==> src/design/tcas_pkg.sv <==
// Shared types, codes and constants of the three-class admission scheduler.
package tcas_pkg;

    // Default sizes handed to the top level.
    localparam int DEF_QUEUE_DEPTH = 64;
    localparam int DEF_TAG_WIDTH   = 16;

    // Fixed field widths.
    localparam int CAP_W      = 7;
    localparam int FLAG_W     = 3;
    localparam int MODE_W     = 2;
    localparam int QUANTA_W   = 24;
    localparam int QUANTUM_W  = 8;
    localparam int DEFICIT_W  = 16;
    localparam int CLASS_W    = 2;
    localparam int STATUS_W   = 3;
    localparam int DEPTH_W    = 7;
    localparam int CFG_IDX_W  = 3;
    localparam int CFG_DATA_W = 24;

    // Traffic classes.
    localparam logic [CLASS_W-1:0] CLS_URGENT    = 2'd0;
    localparam logic [CLASS_W-1:0] CLS_BROADBAND = 2'd1;
    localparam logic [CLASS_W-1:0] CLS_IOT       = 2'd2;

    // Commands carried in the input tuser.
    localparam logic CMD_ARRIVE = 1'b0;
    localparam logic CMD_SERVE  = 1'b1;

    // Bit positions in preempt_flags.
    localparam int FLAG_PUSHOUT     = 0;
    localparam int FLAG_ADM_PREEMPT = 1;
    localparam int FLAG_SVC_PREEMPT = 2;

    // Configuration register indexes.
    typedef enum logic [CFG_IDX_W-1:0] {
        REG_TOTAL_CAP     = 3'd0,
        REG_CAP_URGENT    = 3'd1,
        REG_CAP_BROADBAND = 3'd2,
        REG_CAP_IOT       = 3'd3,
        REG_PREEMPT_FLAGS = 3'd4,
        REG_SCHED_MODE    = 3'd5,
        REG_QUANTA        = 3'd6
    } reg_index_e;

    // Scheduling modes.
    typedef enum logic [MODE_W-1:0] {
        MODE_STRICT    = 2'd0,
        MODE_PREEMPT   = 2'd1,
        MODE_RR_BORROW = 2'd2,
        MODE_RR        = 2'd3
    } sched_mode_e;

    // Result status codes.
    typedef enum logic [STATUS_W-1:0] {
        ST_ADMIT        = 3'd0,
        ST_PREEMPT_DROP = 3'd1,
        ST_CAP_DROP     = 3'd2,
        ST_FULL_DROP    = 3'd3,
        ST_SERVED       = 3'd4,
        ST_EMPTY        = 3'd5
    } status_e;

    // Top-level sequencer states.
    typedef enum logic {
        FSM_IDLE = 1'b0,
        FSM_READ = 1'b1
    } fsm_state_e;

    // Configuration register set.
    typedef struct packed {
        logic [CAP_W-1:0]    total_capacity;
        logic [CAP_W-1:0]    cap_urgent;
        logic [CAP_W-1:0]    cap_broadband;
        logic [CAP_W-1:0]    cap_iot;
        logic [FLAG_W-1:0]   preempt_flags;
        sched_mode_e         sched_mode;
        logic [QUANTA_W-1:0] quanta;
    } cfg_t;

    localparam cfg_t CFG_RESET = '{
        total_capacity: 7'd64,
        cap_urgent:     7'd0,
        cap_broadband:  7'd0,
        cap_iot:        7'd0,
        preempt_flags:  3'd0,
        sched_mode:     MODE_RR,
        quanta:         24'd65793
    };

    // Decision of one item, handed from the queue control to the top level.
    typedef struct packed {
        status_e            status;
        logic               pushed_out;
        logic [CLASS_W-1:0] pushed_class;
        logic [CLASS_W-1:0] served_class;
    } result_info_t;

endpackage

==> src/design/three_class_admission_scheduler.sv <==
// Top level of the three-class admission scheduler: ports, configuration, sequencing, output register.
//
//   Group   Signals                          Beat contents (low bit first)
//   s       s_tvalid s_tready s_tdata s_tuser  tuser: cmd; tdata: traffic_class, job_tag
//   m       m_tvalid m_tready m_tdata m_tuser  tuser: status; tdata: pushed_out,
//                                              pushed_class, served_class, served_tag,
//                                              depth_urgent, depth_broadband, depth_iot
//   cfg     cfg_we cfg_index cfg_wdata          register write, no read-back
//
// Each input beat passes through the idle and read states: the accept in idle decides, updates the
// queue counters and issues the tag memory read; the read state loads the result into the output register.
// The registered read port of the tag memory is the reason for the read state.
// A new beat is taken while a finished result waits in the output register; a stalled
// output keeps the block in the read state and holds off further input.
// Reset is asynchronous and clears all queues; no clearing pass is needed.
module three_class_admission_scheduler #(
    parameter int QUEUE_DEPTH = tcas_pkg::DEF_QUEUE_DEPTH,
    parameter int TAG_WIDTH   = tcas_pkg::DEF_TAG_WIDTH
) (
    input  logic                                   clk,
    input  logic                                   rst_n,
    // Input stream
    input  logic                                   s_tvalid,
    output logic                                   s_tready,
    // tdata: traffic_class, job_tag
    input  logic [((TAG_WIDTH+2+7)/8)*8-1:0]       s_tdata,
    // tuser: cmd
    input  logic                                   s_tuser,
    // Result stream
    output logic                                   m_tvalid,
    input  logic                                   m_tready,
    // tdata: pushed_out, pushed_class, served_class, served_tag,
    //        depth_urgent, depth_broadband, depth_iot
    output logic [((TAG_WIDTH+26+7)/8)*8-1:0]      m_tdata,
    // tuser: status
    output logic [tcas_pkg::STATUS_W-1:0]          m_tuser,
    // Configuration write port
    input  logic                                   cfg_we,
    input  logic [tcas_pkg::CFG_IDX_W-1:0]         cfg_index,
    input  logic [tcas_pkg::CFG_DATA_W-1:0]        cfg_wdata
);

    localparam int S_DATA_W  = ((TAG_WIDTH + 2 + 7) / 8) * 8;
    localparam int M_DATA_W  = ((TAG_WIDTH + 26 + 7) / 8) * 8;
    localparam int RAM_DEPTH = 3 * QUEUE_DEPTH;
    localparam int ADDR_W    = $clog2(RAM_DEPTH);
    localparam int CW        = tcas_pkg::CLASS_W;
    localparam int IN_TAG_LO = CW;
    localparam int PUSH_LO   = 0;
    localparam int SCLS_LO   = 1 + CW;
    localparam int TAG_LO    = 1 + 2 * CW;

    tcas_pkg::cfg_t         cfg_reg;
    tcas_pkg::fsm_state_e   state_reg;
    tcas_pkg::fsm_state_e   state_next;
    tcas_pkg::result_info_t info;
    tcas_pkg::result_info_t info_reg;

    logic                         fire;
    logic                         load_out;
    logic                         ram_wr_en;
    logic [ADDR_W-1:0]            ram_wr_addr;
    logic [ADDR_W-1:0]            ctrl_rd_addr;
    logic [ADDR_W-1:0]            rd_addr_reg;
    logic [ADDR_W-1:0]            ram_rd_addr;
    logic [TAG_WIDTH-1:0]         ram_rd_data;
    logic [TAG_WIDTH-1:0]         served_tag;
    logic [tcas_pkg::DEPTH_W-1:0] depth_urgent;
    logic [tcas_pkg::DEPTH_W-1:0] depth_broadband;
    logic [tcas_pkg::DEPTH_W-1:0] depth_iot;
    logic                         m_tvalid_reg;
    logic [M_DATA_W-1:0]          m_tdata_reg;
    logic [M_DATA_W-1:0]          m_tdata_next;
    logic [tcas_pkg::STATUS_W-1:0] m_tuser_reg;

    // Configuration registers.
    always_ff @(posedge clk or negedge rst_n)
    begin
        if (!rst_n)
        begin
            cfg_reg <= tcas_pkg::CFG_RESET;
        end
        else if (cfg_we)
        begin
            case (tcas_pkg::reg_index_e'(cfg_index))
                tcas_pkg::REG_TOTAL_CAP:     cfg_reg.total_capacity <= cfg_wdata[6:0];
                tcas_pkg::REG_CAP_URGENT:    cfg_reg.cap_urgent     <= cfg_wdata[6:0];
                tcas_pkg::REG_CAP_BROADBAND: cfg_reg.cap_broadband  <= cfg_wdata[6:0];
                tcas_pkg::REG_CAP_IOT:       cfg_reg.cap_iot        <= cfg_wdata[6:0];
                tcas_pkg::REG_PREEMPT_FLAGS: cfg_reg.preempt_flags  <= cfg_wdata[2:0];
                tcas_pkg::REG_SCHED_MODE:
                    cfg_reg.sched_mode <= tcas_pkg::sched_mode_e'(cfg_wdata[1:0]);
                tcas_pkg::REG_QUANTA:        cfg_reg.quanta         <= cfg_wdata;
                default:
                begin
                end
            endcase
        end
    end

    // Sequencer: accept in idle, deliver from the read state.
    always_comb
    begin
        state_next = state_reg;
        load_out   = 1'b0;
        s_tready   = 1'b0;
        case (state_reg)
            tcas_pkg::FSM_IDLE:
            begin
                s_tready = 1'b1;
                if (s_tvalid)
                begin
                    state_next = tcas_pkg::FSM_READ;
                end
            end
            tcas_pkg::FSM_READ:
            begin
                if (!m_tvalid_reg || m_tready)
                begin
                    load_out   = 1'b1;
                    state_next = tcas_pkg::FSM_IDLE;
                end
            end
            default:
            begin
                state_next = tcas_pkg::FSM_IDLE;
            end
        endcase
    end

    assign fire = s_tvalid && s_tready;

    always_ff @(posedge clk or negedge rst_n)
    begin
        if (!rst_n)
        begin
            state_reg <= tcas_pkg::FSM_IDLE;
        end
        else
        begin
            state_reg <= state_next;
        end
    end

    // Queue control: decision and pointer updates.
    tcas_queue_ctrl #(
        .QUEUE_DEPTH (QUEUE_DEPTH)
    ) u_ctrl (
        .clk             (clk),
        .rst_n           (rst_n),
        .cfg             (cfg_reg),
        .item_fire       (fire),
        .cmd             (s_tuser),
        .traffic_class   (s_tdata[CW-1:0]),
        .info            (info),
        .wr_en           (ram_wr_en),
        .wr_addr         (ram_wr_addr),
        .rd_addr         (ctrl_rd_addr),
        .depth_urgent    (depth_urgent),
        .depth_broadband (depth_broadband),
        .depth_iot       (depth_iot)
    );

    // Hold the decision and read address of the item in flight.
    always_ff @(posedge clk)
    begin
        if (fire)
        begin
            info_reg    <= info;
            rd_addr_reg <= ctrl_rd_addr;
        end
    end

    // The read address stays put while a stalled result waits.
    assign ram_rd_addr = (state_reg == tcas_pkg::FSM_IDLE) ? ctrl_rd_addr : rd_addr_reg;

    tcas_tag_ram #(
        .DEPTH (RAM_DEPTH),
        .WIDTH (TAG_WIDTH)
    ) u_ram (
        .clk     (clk),
        .wr_en   (ram_wr_en),
        .wr_addr (ram_wr_addr),
        .wr_data (s_tdata[IN_TAG_LO +: TAG_WIDTH]),
        .rd_addr (ram_rd_addr),
        .rd_data (ram_rd_data)
    );

    // Result beat assembly.
    always_comb
    begin
        served_tag   = (info_reg.status == tcas_pkg::ST_SERVED) ? ram_rd_data : '0;
        m_tdata_next = M_DATA_W'({depth_iot, depth_broadband, depth_urgent, served_tag,
                                  info_reg.served_class, info_reg.pushed_class,
                                  info_reg.pushed_out});
    end

    // Output register.
    always_ff @(posedge clk or negedge rst_n)
    begin
        if (!rst_n)
        begin
            m_tvalid_reg <= 1'b0;
        end
        else if (load_out)
        begin
            m_tvalid_reg <= 1'b1;
        end
        else if (m_tready)
        begin
            m_tvalid_reg <= 1'b0;
        end
    end

    always_ff @(posedge clk)
    begin
        if (load_out)
        begin
            m_tdata_reg <= m_tdata_next;
            m_tuser_reg <= info_reg.status;
        end
    end

    assign m_tvalid = m_tvalid_reg;
    assign m_tdata  = m_tdata_reg;
    assign m_tuser  = m_tuser_reg;

`ifndef SYNTH
    // Only one beat is in flight between accept and result load.
    a_one_in_flight: assert property (@(posedge clk) disable iff (!rst_n)
        fire |=> (state_reg == tcas_pkg::FSM_READ) && !s_tready)
        else $error("input accepted while a memory read was in flight");

    // A push-out happens only on an urgent arrival that passed the early checks.
    a_pushout_status: assert property (@(posedge clk) disable iff (!rst_n)
        (m_tvalid && m_tdata[PUSH_LO]) |->
        (m_tuser == tcas_pkg::ST_ADMIT || m_tuser == tcas_pkg::ST_FULL_DROP))
        else $error("push-out reported with an unexpected status");

    // Served class and tag are zero on every result that is not a served job.
    a_quiet_serve_fields: assert property (@(posedge clk) disable iff (!rst_n)
        (m_tvalid && m_tuser != tcas_pkg::ST_SERVED) |->
        (m_tdata[SCLS_LO +: CW] == '0) && (m_tdata[TAG_LO +: TAG_WIDTH] == '0))
        else $error("served fields not cleared on a non-serve result");
`endif

endmodule

==> src/design/tcas_tag_ram.sv <==
// Tag memory shared by the three queues: one write port, one registered read port.
module tcas_tag_ram #(
    parameter int DEPTH = 3 * tcas_pkg::DEF_QUEUE_DEPTH,
    parameter int WIDTH = tcas_pkg::DEF_TAG_WIDTH
) (
    input  logic                     clk,
    input  logic                     wr_en,
    input  logic [$clog2(DEPTH)-1:0] wr_addr,
    input  logic [WIDTH-1:0]         wr_data,
    input  logic [$clog2(DEPTH)-1:0] rd_addr,
    output logic [WIDTH-1:0]         rd_data
);

    logic [WIDTH-1:0] mem [DEPTH];

    // Write port.
    always_ff @(posedge clk)
    begin
        if (wr_en)
        begin
            mem[wr_addr] <= wr_data;
        end
    end

    // Registered read port.
    always_ff @(posedge clk)
    begin
        rd_data <= mem[rd_addr];
    end

endmodule

==> src/design/tcas_queue_ctrl.sv <==
// Queue pointers, occupancies, deficit counters and the admission and service decision.
module tcas_queue_ctrl #(
    parameter int QUEUE_DEPTH = tcas_pkg::DEF_QUEUE_DEPTH
) (
    input  logic                                 clk,
    input  logic                                 rst_n,
    input  tcas_pkg::cfg_t                       cfg,
    input  logic                                 item_fire,
    input  logic                                 cmd,
    input  logic [tcas_pkg::CLASS_W-1:0]         traffic_class,
    output tcas_pkg::result_info_t               info,
    output logic                                 wr_en,
    output logic [$clog2(3*QUEUE_DEPTH)-1:0]     wr_addr,
    output logic [$clog2(3*QUEUE_DEPTH)-1:0]     rd_addr,
    output logic [tcas_pkg::DEPTH_W-1:0]         depth_urgent,
    output logic [tcas_pkg::DEPTH_W-1:0]         depth_broadband,
    output logic [tcas_pkg::DEPTH_W-1:0]         depth_iot
);

    localparam int PTR_W  = $clog2(QUEUE_DEPTH);
    localparam int CNT_W  = $clog2(QUEUE_DEPTH + 1);
    localparam int SUM_W  = $clog2(3 * QUEUE_DEPTH + 1);
    localparam int CMP_W  = (SUM_W > tcas_pkg::CAP_W) ? SUM_W : tcas_pkg::CAP_W;
    localparam int ADDR_W = $clog2(3 * QUEUE_DEPTH);
    localparam int OUTX_W = (CNT_W > tcas_pkg::DEPTH_W) ? CNT_W : tcas_pkg::DEPTH_W;
    localparam int DW     = tcas_pkg::DEFICIT_W;
    localparam int QW     = tcas_pkg::QUANTUM_W;

    logic [PTR_W-1:0]  head_reg    [3];
    logic [PTR_W-1:0]  head_next   [3];
    logic [CNT_W-1:0]  cnt_reg     [3];
    logic [CNT_W-1:0]  cnt_next    [3];
    logic [DW-1:0]     deficit_reg [3];
    logic [DW-1:0]     deficit_next[3];
    logic [1:0]        turn_reg;
    logic [1:0]        turn_next;

    logic [PTR_W-1:0]  head_inc    [3];
    logic [PTR_W-1:0]  push_slot   [3];
    logic [PTR_W:0]    slot_sum    [3];
    logic [2:0]        busy;

    logic [tcas_pkg::CLASS_W-1:0] tc_eff;
    logic [tcas_pkg::CLASS_W-1:0] pop_cls;
    logic [tcas_pkg::CAP_W-1:0]   cap_sel;
    logic [CNT_W-1:0]             cnt_sel;
    logic [SUM_W-1:0]             total;
    logic [SUM_W-1:0]             total_after;
    logic                         push_en;
    logic                         pop_en;
    logic                         rr_update;
    logic [OUTX_W-1:0]            ext_u;
    logic [OUTX_W-1:0]            ext_b;
    logic [OUTX_W-1:0]            ext_i;

    // Base address of a class region in the shared tag memory.
    function automatic logic [ADDR_W-1:0] class_base(input logic [tcas_pkg::CLASS_W-1:0] c);
        logic [ADDR_W-1:0] base;
        case (c)
            tcas_pkg::CLS_URGENT:    base = '0;
            tcas_pkg::CLS_BROADBAND: base = ADDR_W'(QUEUE_DEPTH);
            default:                 base = ADDR_W'(2 * QUEUE_DEPTH);
        endcase
        return base;
    endfunction

    // First non-empty class in round-robin order starting at the current turn.
    function automatic logic [1:0] rr_pick(input logic [1:0] start, input logic [2:0] nonempty);
        logic [1:0] a;
        logic [1:0] b;
        logic [1:0] c;
        logic [1:0] pick;
        case (start)
            tcas_pkg::CLS_BROADBAND:
            begin
                a = tcas_pkg::CLS_BROADBAND;
                b = tcas_pkg::CLS_IOT;
                c = tcas_pkg::CLS_URGENT;
            end
            tcas_pkg::CLS_IOT:
            begin
                a = tcas_pkg::CLS_IOT;
                b = tcas_pkg::CLS_URGENT;
                c = tcas_pkg::CLS_BROADBAND;
            end
            default:
            begin
                a = tcas_pkg::CLS_URGENT;
                b = tcas_pkg::CLS_BROADBAND;
                c = tcas_pkg::CLS_IOT;
            end
        endcase
        if (nonempty[a])
        begin
            pick = a;
        end
        else if (nonempty[b])
        begin
            pick = b;
        end
        else
        begin
            pick = c;
        end
        return pick;
    endfunction

    // Per-class pointer arithmetic: next head and tail slot, both wrapped.
    always_comb
    begin
        for (int c = 0; c < 3; c++)
        begin
            head_inc[c] = (head_reg[c] == PTR_W'(QUEUE_DEPTH - 1)) ? '0 : head_reg[c] + 1'b1;
            slot_sum[c] = (PTR_W + 1)'(head_reg[c]) + (PTR_W + 1)'(cnt_reg[c]);
            if (slot_sum[c] >= (PTR_W + 1)'(QUEUE_DEPTH))
            begin
                push_slot[c] = PTR_W'(slot_sum[c] - (PTR_W + 1)'(QUEUE_DEPTH));
            end
            else
            begin
                push_slot[c] = PTR_W'(slot_sum[c]);
            end
            busy[c] = (cnt_reg[c] != '0);
        end
    end

    // Admission and service decision for the item at the input.
    always_comb
    begin
        tc_eff = (traffic_class > tcas_pkg::CLS_IOT) ? tcas_pkg::CLS_IOT : traffic_class;
        case (tc_eff)
            tcas_pkg::CLS_URGENT:
            begin
                cap_sel = cfg.cap_urgent;
                cnt_sel = cnt_reg[0];
            end
            tcas_pkg::CLS_BROADBAND:
            begin
                cap_sel = cfg.cap_broadband;
                cnt_sel = cnt_reg[1];
            end
            default:
            begin
                cap_sel = cfg.cap_iot;
                cnt_sel = cnt_reg[2];
            end
        endcase
        total = SUM_W'(cnt_reg[0]) + SUM_W'(cnt_reg[1]) + SUM_W'(cnt_reg[2]);
        total_after = total;

        info.status       = tcas_pkg::ST_ADMIT;
        info.pushed_out   = 1'b0;
        info.pushed_class = tcas_pkg::CLS_URGENT;
        info.served_class = tcas_pkg::CLS_URGENT;
        push_en   = 1'b0;
        pop_en    = 1'b0;
        pop_cls   = tcas_pkg::CLS_URGENT;
        rr_update = 1'b0;

        if (cmd == tcas_pkg::CMD_ARRIVE)
        begin
            if (cfg.preempt_flags[tcas_pkg::FLAG_ADM_PREEMPT] && tc_eff != tcas_pkg::CLS_URGENT
                && busy[0])
            begin
                info.status = tcas_pkg::ST_PREEMPT_DROP;
            end
            else if (cap_sel != '0 && CMP_W'(cnt_sel) >= CMP_W'(cap_sel))
            begin
                info.status = tcas_pkg::ST_CAP_DROP;
            end
            else if (cnt_sel >= CNT_W'(QUEUE_DEPTH))
            begin
                info.status = tcas_pkg::ST_FULL_DROP;
            end
            else
            begin
                // Push out the oldest broadband job, else the oldest IoT job.
                if (CMP_W'(total) >= CMP_W'(cfg.total_capacity) && tc_eff == tcas_pkg::CLS_URGENT
                    && cfg.preempt_flags[tcas_pkg::FLAG_PUSHOUT])
                begin
                    if (busy[1])
                    begin
                        pop_en            = 1'b1;
                        pop_cls           = tcas_pkg::CLS_BROADBAND;
                        info.pushed_out   = 1'b1;
                        info.pushed_class = tcas_pkg::CLS_BROADBAND;
                        total_after       = total - 1'b1;
                    end
                    else if (busy[2])
                    begin
                        pop_en            = 1'b1;
                        pop_cls           = tcas_pkg::CLS_IOT;
                        info.pushed_out   = 1'b1;
                        info.pushed_class = tcas_pkg::CLS_IOT;
                        total_after       = total - 1'b1;
                    end
                end
                if (CMP_W'(total_after) >= CMP_W'(cfg.total_capacity))
                begin
                    info.status = tcas_pkg::ST_FULL_DROP;
                end
                else
                begin
                    push_en     = 1'b1;
                    info.status = tcas_pkg::ST_ADMIT;
                end
            end
        end
        else
        begin
            if (busy == 3'b000)
            begin
                info.status = tcas_pkg::ST_EMPTY;
            end
            else
            begin
                info.status = tcas_pkg::ST_SERVED;
                pop_en      = 1'b1;
                if (cfg.sched_mode == tcas_pkg::MODE_PREEMPT
                    && cfg.preempt_flags[tcas_pkg::FLAG_SVC_PREEMPT] && busy[0])
                begin
                    pop_cls = tcas_pkg::CLS_URGENT;
                end
                else if (cfg.sched_mode == tcas_pkg::MODE_STRICT)
                begin
                    pop_cls = busy[0] ? tcas_pkg::CLS_URGENT :
                              busy[1] ? tcas_pkg::CLS_BROADBAND : tcas_pkg::CLS_IOT;
                end
                else
                begin
                    // Every deficit is at least one after the quantum add, so the
                    // first non-empty queue in turn order always takes the turn.
                    rr_update = 1'b1;
                    pop_cls   = rr_pick(turn_reg, busy);
                end
                info.served_class = pop_cls;
            end
        end
    end

    // Next pointers, occupancies, deficits and turn.
    always_comb
    begin
        for (int c = 0; c < 3; c++)
        begin
            logic [DW:0]   dsum;
            logic [QW-1:0] q;
            head_next[c]    = head_reg[c];
            cnt_next[c]     = cnt_reg[c];
            deficit_next[c] = deficit_reg[c];
            if (item_fire && pop_en && pop_cls == 2'(c))
            begin
                head_next[c] = head_inc[c];
                cnt_next[c]  = cnt_reg[c] - 1'b1;
            end
            if (item_fire && push_en && tc_eff == 2'(c))
            begin
                cnt_next[c] = cnt_reg[c] + 1'b1;
            end
            q = cfg.quanta[QW*c +: QW];
            if (q == '0)
            begin
                q = QW'(1);
            end
            dsum = (DW + 1)'(deficit_reg[c]) + (DW + 1)'(q);
            if (item_fire && rr_update)
            begin
                deficit_next[c] = dsum[DW] ? {DW{1'b1}} : dsum[DW-1:0];
                if (pop_cls == 2'(c))
                begin
                    deficit_next[c] = deficit_next[c] - 1'b1;
                end
            end
        end
        turn_next = turn_reg;
        if (item_fire && rr_update)
        begin
            turn_next = (pop_cls == tcas_pkg::CLS_IOT) ? tcas_pkg::CLS_URGENT : pop_cls + 1'b1;
        end
    end

    // Queue state registers.
    always_ff @(posedge clk or negedge rst_n)
    begin
        if (!rst_n)
        begin
            for (int c = 0; c < 3; c++)
            begin
                head_reg[c]    <= '0;
                cnt_reg[c]     <= '0;
                deficit_reg[c] <= '0;
            end
            turn_reg <= '0;
        end
        else
        begin
            for (int c = 0; c < 3; c++)
            begin
                head_reg[c]    <= head_next[c];
                cnt_reg[c]     <= cnt_next[c];
                deficit_reg[c] <= deficit_next[c];
            end
            turn_reg <= turn_next;
        end
    end

    // Memory addresses: tail slot of the arriving class, head of the popped class.
    always_comb
    begin
        case (tc_eff)
            tcas_pkg::CLS_URGENT:    wr_addr = class_base(tc_eff) + ADDR_W'(push_slot[0]);
            tcas_pkg::CLS_BROADBAND: wr_addr = class_base(tc_eff) + ADDR_W'(push_slot[1]);
            default:                 wr_addr = class_base(tc_eff) + ADDR_W'(push_slot[2]);
        endcase
        case (pop_cls)
            tcas_pkg::CLS_URGENT:    rd_addr = class_base(pop_cls) + ADDR_W'(head_reg[0]);
            tcas_pkg::CLS_BROADBAND: rd_addr = class_base(pop_cls) + ADDR_W'(head_reg[1]);
            default:                 rd_addr = class_base(pop_cls) + ADDR_W'(head_reg[2]);
        endcase
        wr_en = item_fire && push_en;
    end

    // Occupancies reported with the result, low seven bits.
    assign ext_u           = OUTX_W'(cnt_reg[0]);
    assign ext_b           = OUTX_W'(cnt_reg[1]);
    assign ext_i           = OUTX_W'(cnt_reg[2]);
    assign depth_urgent    = ext_u[tcas_pkg::DEPTH_W-1:0];
    assign depth_broadband = ext_b[tcas_pkg::DEPTH_W-1:0];
    assign depth_iot       = ext_i[tcas_pkg::DEPTH_W-1:0];

endmodule

==> config.mk <==
export PLATFORM = sky130hd
export DESIGN_NAME = three_class_admission_scheduler
export DESIGN_NICKNAME = d
export VERILOG_FILES = /design/src/design/tcas_pkg.sv /design/src/design/three_class_admission_scheduler.sv /design/src/design/tcas_tag_ram.sv /design/src/design/tcas_queue_ctrl.sv
export SDC_FILE = /design/constraint.sdc
export NUM_CORES = 2
export LEC_CHECK = 0
export ABC_CLOCK_PERIOD_IN_PS = 7600
export BUFFER_PORTS_ARGS = -buffer_cell sky130_fd_sc_hd__buf_2
export CORE_UTILIZATION = 50
export DETAILED_ROUTE_END_ITERATION = 16
export GPL_TIMING_DRIVEN = 0
export PLACE_DENSITY = 0.68
export RECOVER_POWER = 50
export SYNTH_ARGS = -nofsm -noshare
export SYNTH_HDL_FRONTEND = slang
export SYNTH_HIERARCHICAL = 1
export SYNTH_SLANG_ARGS = --single-unit
==> constraint.sdc <==
create_clock -name clk -period 7.6 [get_ports clk]
set_input_delay 1.52 -clock clk [delete_from_list [all_inputs] [get_ports clk]]
set_output_delay 1.52 -clock clk [all_outputs]
set_load 0.01 [all_outputs]
Word level (Yosys, flattened, before mapping)
Memory sizes are Yosys's and may differ from the RTL's. A register that Yosys moved wholly into a read port is not among the register bits.
Cells that the tools add are included.
{ "word_totals": {"output_inout_bits": 53, "mem_bits_rw": 3072, "ff_bits": 137, "in_bits": 57, "memories": 1, "elab_cells": 217} }
{ "memory_table": {"columns": ["memory", "depth", "word_bits", "rd", "rd_ports_with_merged_regs", "wr", "line_no", "source"], "rows": [
  ["u_ram.mem", 192, 16, 1, 1, 1, "tcas_tag_ram.sv:14", "logic [WIDTH-1:0] mem [DEPTH];"]
]} }
{ "op_classes": {"addsub": 25, "bitwise": 2, "n_reduce_logical": 43, "n_eq_ne": 16, "muxes": 96, "order_cmp": 10} }
{ "ops": {"columns": ["op", "count"], "rows": [
  ["2-to-1 mux 8 bit", 14],
  ["2-to-1 mux 2 bit", 25],
  ["adder 8 x 6 -> 8 bit", 6],
  ["2-to-1 mux 7 bit", 6],
  ["2-to-1 mux 6 bit", 6],
  ["case mux 8 bit (2 select lines)", 2],
  ["2-to-1 mux 1 bit", 29],
  [">= comparator 7 bit (second input constant)", 4],
  ["case mux 7 bit (2 select lines)", 2],
  ["nonzero test 7 bit", 4],
  ["adder 6 x 7 -> 7 bit", 3],
  ["adder 7 x 1 -> 7 bit (second input constant)", 3],
  ["subtractor 7 x 1 -> 7 bit (second input constant)", 3],
  ["adder 6 x 1 -> 6 bit (second input constant)", 3],
  ["== test 6 bit (second input constant)", 3],
  ["2-to-1 mux 3 bit", 6],
  ["subtractor 6 x 1 -> 6 bit (second input constant)", 3],
  ["logical AND 1 bit", 17],
  [">= comparator 8 x 7 -> 1 bit", 2],
  ["case mux 2 bit (2 select lines)", 3],
  ["AND reduction 2 bit", 6],
  ["nonzero test 2 bit", 5],
  ["== test 3 bit (second input constant)", 3],
  ["adder 7 x 7 -> 8 bit", 1],
  ["20 further kinds", 33]
]} }

Logic depth before layout (Yosys ltp)
{ "logic_depth": {"ltp_word": 20, "mapped_depth": 33, "ltp_nobuf": 33} }

Modules after synthesis
Netlist, hierarchy kept.
{ "modules_own_cells": {"columns": ["module", "area_each_um2", "cells_per_inst", "instances"], "rows": [
  ["tcas_tag_ram", 118255.9, 4937, 1],
  ["tcas_queue_ctrl", 5114.9, 564, 1],
  ["three_class_admission_scheduler", 4388.0, 229, 1]
]} }

Least setup slack after synthesis
OpenSTA, ideal clock, no wires.
{ "synth_path": {"path_type": "register to register", "startpoint": "reg u_ctrl.cnt_reg, in the netlist u_ctrl/depth_urgent[1]", "endpoint": "mem u_ram/mem[124][0] in the netlist's numbering, enable pin", "path_slack_ns": 0.234, "setup_time_ns": 0.389, "required_ns": 7.211, "n_path_buf": 2, "path_stages_with_launch": 27, "synth_period_minus_slack_ns": 7.366, "arrival_ns": 6.978, "cell_sequence": "dfrtp_1 inv_1 fa_1 inv_1 ha_1 fa_1 a21o_1 a211oi_1 nor2_1 ha_1 o21a_1 o21ai_0 nand2b_1 a21boi_2 nor3_1 nand2_1 nor4b_1 xor2_1 ha_1 a211oi_1 o21a_1 nand4_1 nor2_2 clkbuf_1 buf_1 nand4_1 nor2_1"} }
{ "synth_between": {"elab_chain_cells": 19} }
{ "synth_rtl": {"columns": ["element", "line_no", "source"], "rows": [
  ["from (decl)", "tcas_queue_ctrl.sv:31", "logic [CNT_W-1:0] cnt_reg [3];"],
  ["from (signal, indexed assignment)", "tcas_queue_ctrl.sv:300", "cnt_reg[c] <= cnt_next[c];"],
  ["adder 7 x 7 -> 8 bit", "tcas_queue_ctrl.sv:148", "total = SUM_W'(cnt_reg[0]) + SUM_W'(cnt_reg[1]) + SUM_W'(cnt_reg[2]);"],
  ["adder 8 x 7 -> 8 bit", "tcas_queue_ctrl.sv:148", null],
  ["subtractor 8 x 1 -> 8 bit / >= comparator 8 x 7 -> 1 bit (equally long branches)", "tcas_queue_ctrl.sv:187, tcas_queue_ctrl.sv:195, tcas_queue_ctrl.sv:178", null],
  ["2-to-1 mux 8 bit / logical AND 1 bit (equally long branches)", "tcas_queue_ctrl.sv:189, tcas_queue_ctrl.sv:178", null],
  ["2-to-1 mux 8 bit / logical AND 1 bit (equally long branches)", "tcas_queue_ctrl.sv:181, tcas_queue_ctrl.sv:179", null],
  ["2-to-1 mux 8 bit", "tcas_queue_ctrl.sv:178", "if (CMP_W'(total) >= CMP_W'(cfg.total_capacity) && tc_eff == tcas_pkg::CLS_URGENT"],
  ["2-to-1 mux 8 bit", "tcas_queue_ctrl.sv:171", "else if (cnt_sel >= CNT_W'(QUEUE_DEPTH))"],
  ["2-to-1 mux 8 bit", "tcas_queue_ctrl.sv:167", "else if (cap_sel != '0 && CMP_W'(cnt_sel) >= CMP_W'(cap_sel))"],
  ["[... 4 more ...]", null, null],
  ["2-to-1 mux 1 bit", "tcas_queue_ctrl.sv:171", null],
  ["2-to-1 mux 1 bit", "tcas_queue_ctrl.sv:167", null],
  ["2-to-1 mux 1 bit *", "tcas_queue_ctrl.sv:162", "if (cfg.preempt_flags[tcas_pkg::FLAG_ADM_PREEMPT] && tc_eff != tcas_pkg::CLS_URGENT"],
  ["2-to-1 mux 1 bit *", "tcas_queue_ctrl.sv:160", "if (cmd == tcas_pkg::CMD_ARRIVE)"],
  ["logical AND 1 bit *", "tcas_queue_ctrl.sv:320", "wr_en = item_fire && push_en;"],
  ["named net ram_wr_en", "three_class_admission_scheduler.sv:61", "logic ram_wr_en;"],
  ["2-to-1 mux 1 bit *", "tcas_tag_ram.sv:19", "if (wr_en)"],
  ["2-to-1 mux 1 bit (not written as such) *", "tcas_tag_ram.sv:21", "mem[wr_addr] <= wr_data;"],
  ["to (decl)", "tcas_tag_ram.sv:14", null]
]} }
The timed path passes the listed nets; every way through them passes the cells marked *. The select of a mux whose other input is x is not followed.

Worst setup path after layout
{ "layout_path": {"startpoint": "reg u_ctrl.cnt_reg, in the netlist u_ctrl/depth_broadband[3]", "endpoint": "reg u_ram.rd_data[1], read port of u_ram.mem"} }
{ "layout_between": {"elab_chain_cells": 13} }
{ "layout_rtl": {"columns": ["element", "line_no", "source"], "rows": [
  ["adder 7 x 7 -> 8 bit", "tcas_queue_ctrl.sv:148", null],
  ["adder 8 x 7 -> 8 bit", "tcas_queue_ctrl.sv:148", null],
  [">= comparator 8 x 7 -> 1 bit", "tcas_queue_ctrl.sv:178", null],
  ["logical AND 1 bit", "tcas_queue_ctrl.sv:178", null],
  ["logical AND 1 bit", "tcas_queue_ctrl.sv:179", "&& cfg.preempt_flags[tcas_pkg::FLAG_PUSHOUT])"],
  ["2-to-1 mux 2 bit", "tcas_queue_ctrl.sv:178", null],
  ["2-to-1 mux 2 bit", "tcas_queue_ctrl.sv:171", null],
  ["2-to-1 mux 2 bit", "tcas_queue_ctrl.sv:167", null],
  ["2-to-1 mux 2 bit", "tcas_queue_ctrl.sv:162", null],
  ["2-to-1 mux 2 bit *", "tcas_queue_ctrl.sv:160", null],
  ["== test 2 x 1 -> 1 bit / zero test 2 bit (equally long branches)", "tcas_queue_ctrl.sv:315", "case (pop_cls)"],
  ["case mux 8 bit (2 select lines) *", "tcas_queue_ctrl.sv:315", null],
  ["named net ctrl_rd_addr[1]", "three_class_admission_scheduler.sv:63", "logic [ADDR_W-1:0] ctrl_rd_addr;"],
  ["2-to-1 mux 8 bit *", "three_class_admission_scheduler.sv:175", "assign ram_rd_addr = (state_reg == tcas_pkg::FSM_IDLE) ? ctrl_rd_addr : rd_addr_reg;"],
  ["named net ram_rd_addr[1]", "three_class_admission_scheduler.sv:65", "logic [ADDR_W-1:0] ram_rd_addr;"],
  ["to (decl)", "tcas_tag_ram.sv:11", "output logic [WIDTH-1:0] rd_data"]
]} }
Marks and branches as above.
A chain may end at the register's enable or synchronous reset.

==> reports/metrics.cfg <==
[status]
status = finished, violations left
failed_checks = capacitance limit, slew limit, setup timing

[cells_and_area]
layoutNonFillerInstCount = 10000
syn2layout_area_growth_pct = 17.7
nNetsFinal = 6548
drive_gt1_frac = 0.357
n_fill_cell = 17400
largest_reg_flops = 3072
fin_area_um2 = 149000

[routing]
post-route-drc-count = 0
wl_met1_mm = 136
wl_met2_mm = 179
met3_length_mm = 59.5
wirelength_mm = 405
vias = 68400
wl_per_cell_um = 40.3
routed_via_density = 6.82
dr.first_iter.drc_count = 11900
ant_nets = 0
firstDrtPassIters = 9
top_layer = met5

[place]
routabilityCongestion = 1.01
port_buffers = 78
placed_area_um2 = 136000
post-place-cells = 9294
post-place-ws_ps = -3570
dpl.hpwl_mm = 265

[cts]
cts_tree = built
cts_num_sinks = 3225
numCtsBuffers = 339
cts_root_buf = clkbuf_16
htreeDepth = 5
clock_path_buffers = 4
cts.clk_slew.worst_paths_ps = 60
hold_buffers = 0
worstSkewPairLatency_ps = 980

[power_and_ir_drop]
leakage_nw = 47.1
power.share.sequential = 0.328
p_comb_frac = 0.419
vdd_drop_max_mv = 0.364
pwr_density_cell_nw_per_um2 = 412
pwr-share-clk = 0.253
swShare = 0.367
p_int_w = 0.0389
power_switching_w = 0.0226
p_total_w = 0.0615

[setup_path]
rr_startpoint = u_ctrl/depth_broadband[3]
crit_path_max_fanout = 11
cp_slowest_cell = dfrtp_1
cp_cell_sequence = fa_1, ha_1, o21ai_0, o21bai_1, a21oi_2, xnor2_1, ha_1, a2111oi_4, o21ai_2, buf_4, a21bo_2, a31oi_4, nand2_1, a31oi_1, mux2_4, buf_2, clkbuf_4, buf_4, mux4_2, mux2i_1, a22oi_1, nand3_1, nor3_1, and3_1
start_kind = flip-flop
regToRegEndpoint = u_ram/rd_data[1]
critPathArrivalTime_ps = 8610
r2r_slack_ps = -110
max_stage_delay_ps = 610
end_kind = flip-flop
r2r_cells = 24
worstPathRequired_ps = 8500
worstSetupPathType = reg -> reg

[sta]
worst_slack_ps = -109
timing.setup.tns_ps = -315
slew_viol_final = 3171
worstMarginPinSlew_ps = 5880
finalSetupViolCount = 5
period_share = 1.01
fin_worst_skew_ps = 84.3
min_period_ps = 7710
rsz0062_at_grt = true
relSlewSlack = -2.92
max_freq_ghz = 0.130
hold_viol_final = 0

[global_route]
grt_pass1_vias = 66000
antenna_found_initial = 35
grt_remaining_overflow = 0
grt_pass1_wl_mm = 547
grt.total_usage = 0.318
grt_max_degree = 153

[die]
start_util = 0.504
chipHeight_um = 506
core-area_um2 = 252000
pin_count = 110
die_w_um = 506
dieArea_um2 = 256000
num_rows = 184

[hold_path]
min_from = info_reg[3]
whs_endpoint = m_tdata[2]
min_path_type = reg -> reg
whs_path_depth = 0

[flow_run]
maxCapViolCount = 36

[synthesis]
ys_warn_count = 6
syn_inst = 5679
synth_area_um2 = 127000
avgSynthCellArea_um2 = 22.3

worst max-delay path by stage:
| stage | from | end | slack [ps] | depth (start not counted) |
|---|---|---|---|---|
| after global routing | u_ctrl/depth_broadband[3] | u_ram/rd_data[8] | -70 | 24 |
| after CTS | u_ctrl/depth_broadband[1] | u_ram/rd_data[3] | 3 | 30 |
| after detailed placement | s_tdata[1] | u_ram/rd_data[9] | -3570 | 25 |
| after global placement | u_ctrl/depth_iot[1] | u_ram/rd_data[9] | -3800 | 27 |
| final | u_ctrl/depth_broadband[3] | u_ram/rd_data[1] | -110 | 24 |
| after floorplan | u_ctrl/depth_urgent[1] | u_ram/mem[124][0] | 230 | 26 |
worst max-delay path, delay by kind of cell (launching register included):
| family | cells | cell delay [ps] |
|---|---|---|
| AND/OR/NAND/NOR | 4 | 1040 |
| adder cells (fa/ha/maj) | 3 | 1160 |
| XOR/XNOR | 1 | 140 |
| multiplexers | 3 | 870 |
| flip-flops | 1 | 610 |
| AO/OA/AOI/OAI | 9 | 2410 |
| buffers and inverters | 4 | 1360 |
metrics by stage:
step	hold WS, ps	util
final	423	0.593
after global routing	425	0.593
after CTS	425	0.593
after detailed placement	410	0.540
after global placement	404	0.522
after floorplan	400	-
power by group through the flow:
| stage | clock network, W | logic, W | registers (W) |
|---|---|---|---|
| floorplan | 0 | 0.0133 | 0.0204 |
| global placement | 0 | 0.0225 | 0.0206 |
| detailed placement | 0 | 0.0228 | 0.0205 |
| CTS | 0.0157 | 0.0243 | 0.0201 |
| global route | 0.0164 | 0.0260 | 0.0202 |
| finish | 0.0156 | 0.0258 | 0.0202 |
repair_timing:
action                     in CTS  in global routing
gates cloned                    1                  0
gates resized for setup       524                 92
buffers inserted              101                 30
setup endpoints to repair    3104               2841
hold endpoints to repair        0                  0
pin swaps                      73                 23
cell usage in the layout, fill, tap and decap left out, types with 67 or more instances in the layout:
cell,count
buf_2,84
mux2i_1,103
clkinv_1,67
mux2_2,85
edfxtp_1,3133
buf_8,111
nor2_4,116
mux4_2,886
buf_4,155
clkbuf_16,345
nand2_1,115
clkbuf_1,123
nor2_2,79
final cells by class:
| type | instances | area (um2) | area share |
|---|---|---|---|
| sequential | 3225 | 96300 | 0.645 |
| multi-input combinational | 2131 | 30700 | 0.205 |
| clock buffer | 421 | 8980 | 0.0601 |
| timing repair buffer | 394 | 5200 | 0.0348 |
| tap | 3348 | 4190 | 0.0281 |
| buffer | 283 | 2460 | 0.0165 |
| clock inverter | 162 | 1270 | 0.00852 |
| inverter | 40 | 155 | 0.00104 |
| antenna | 24 | 60.1 | 0.000402 |
routing by layer:
layer,vias up,track usage
met4,24,0.196
met1,35900,0.406
met2,5778,0.465
met3,1291,0.117
met5,-,0
li1,25500,-
(Power assumes the default switching activity.)
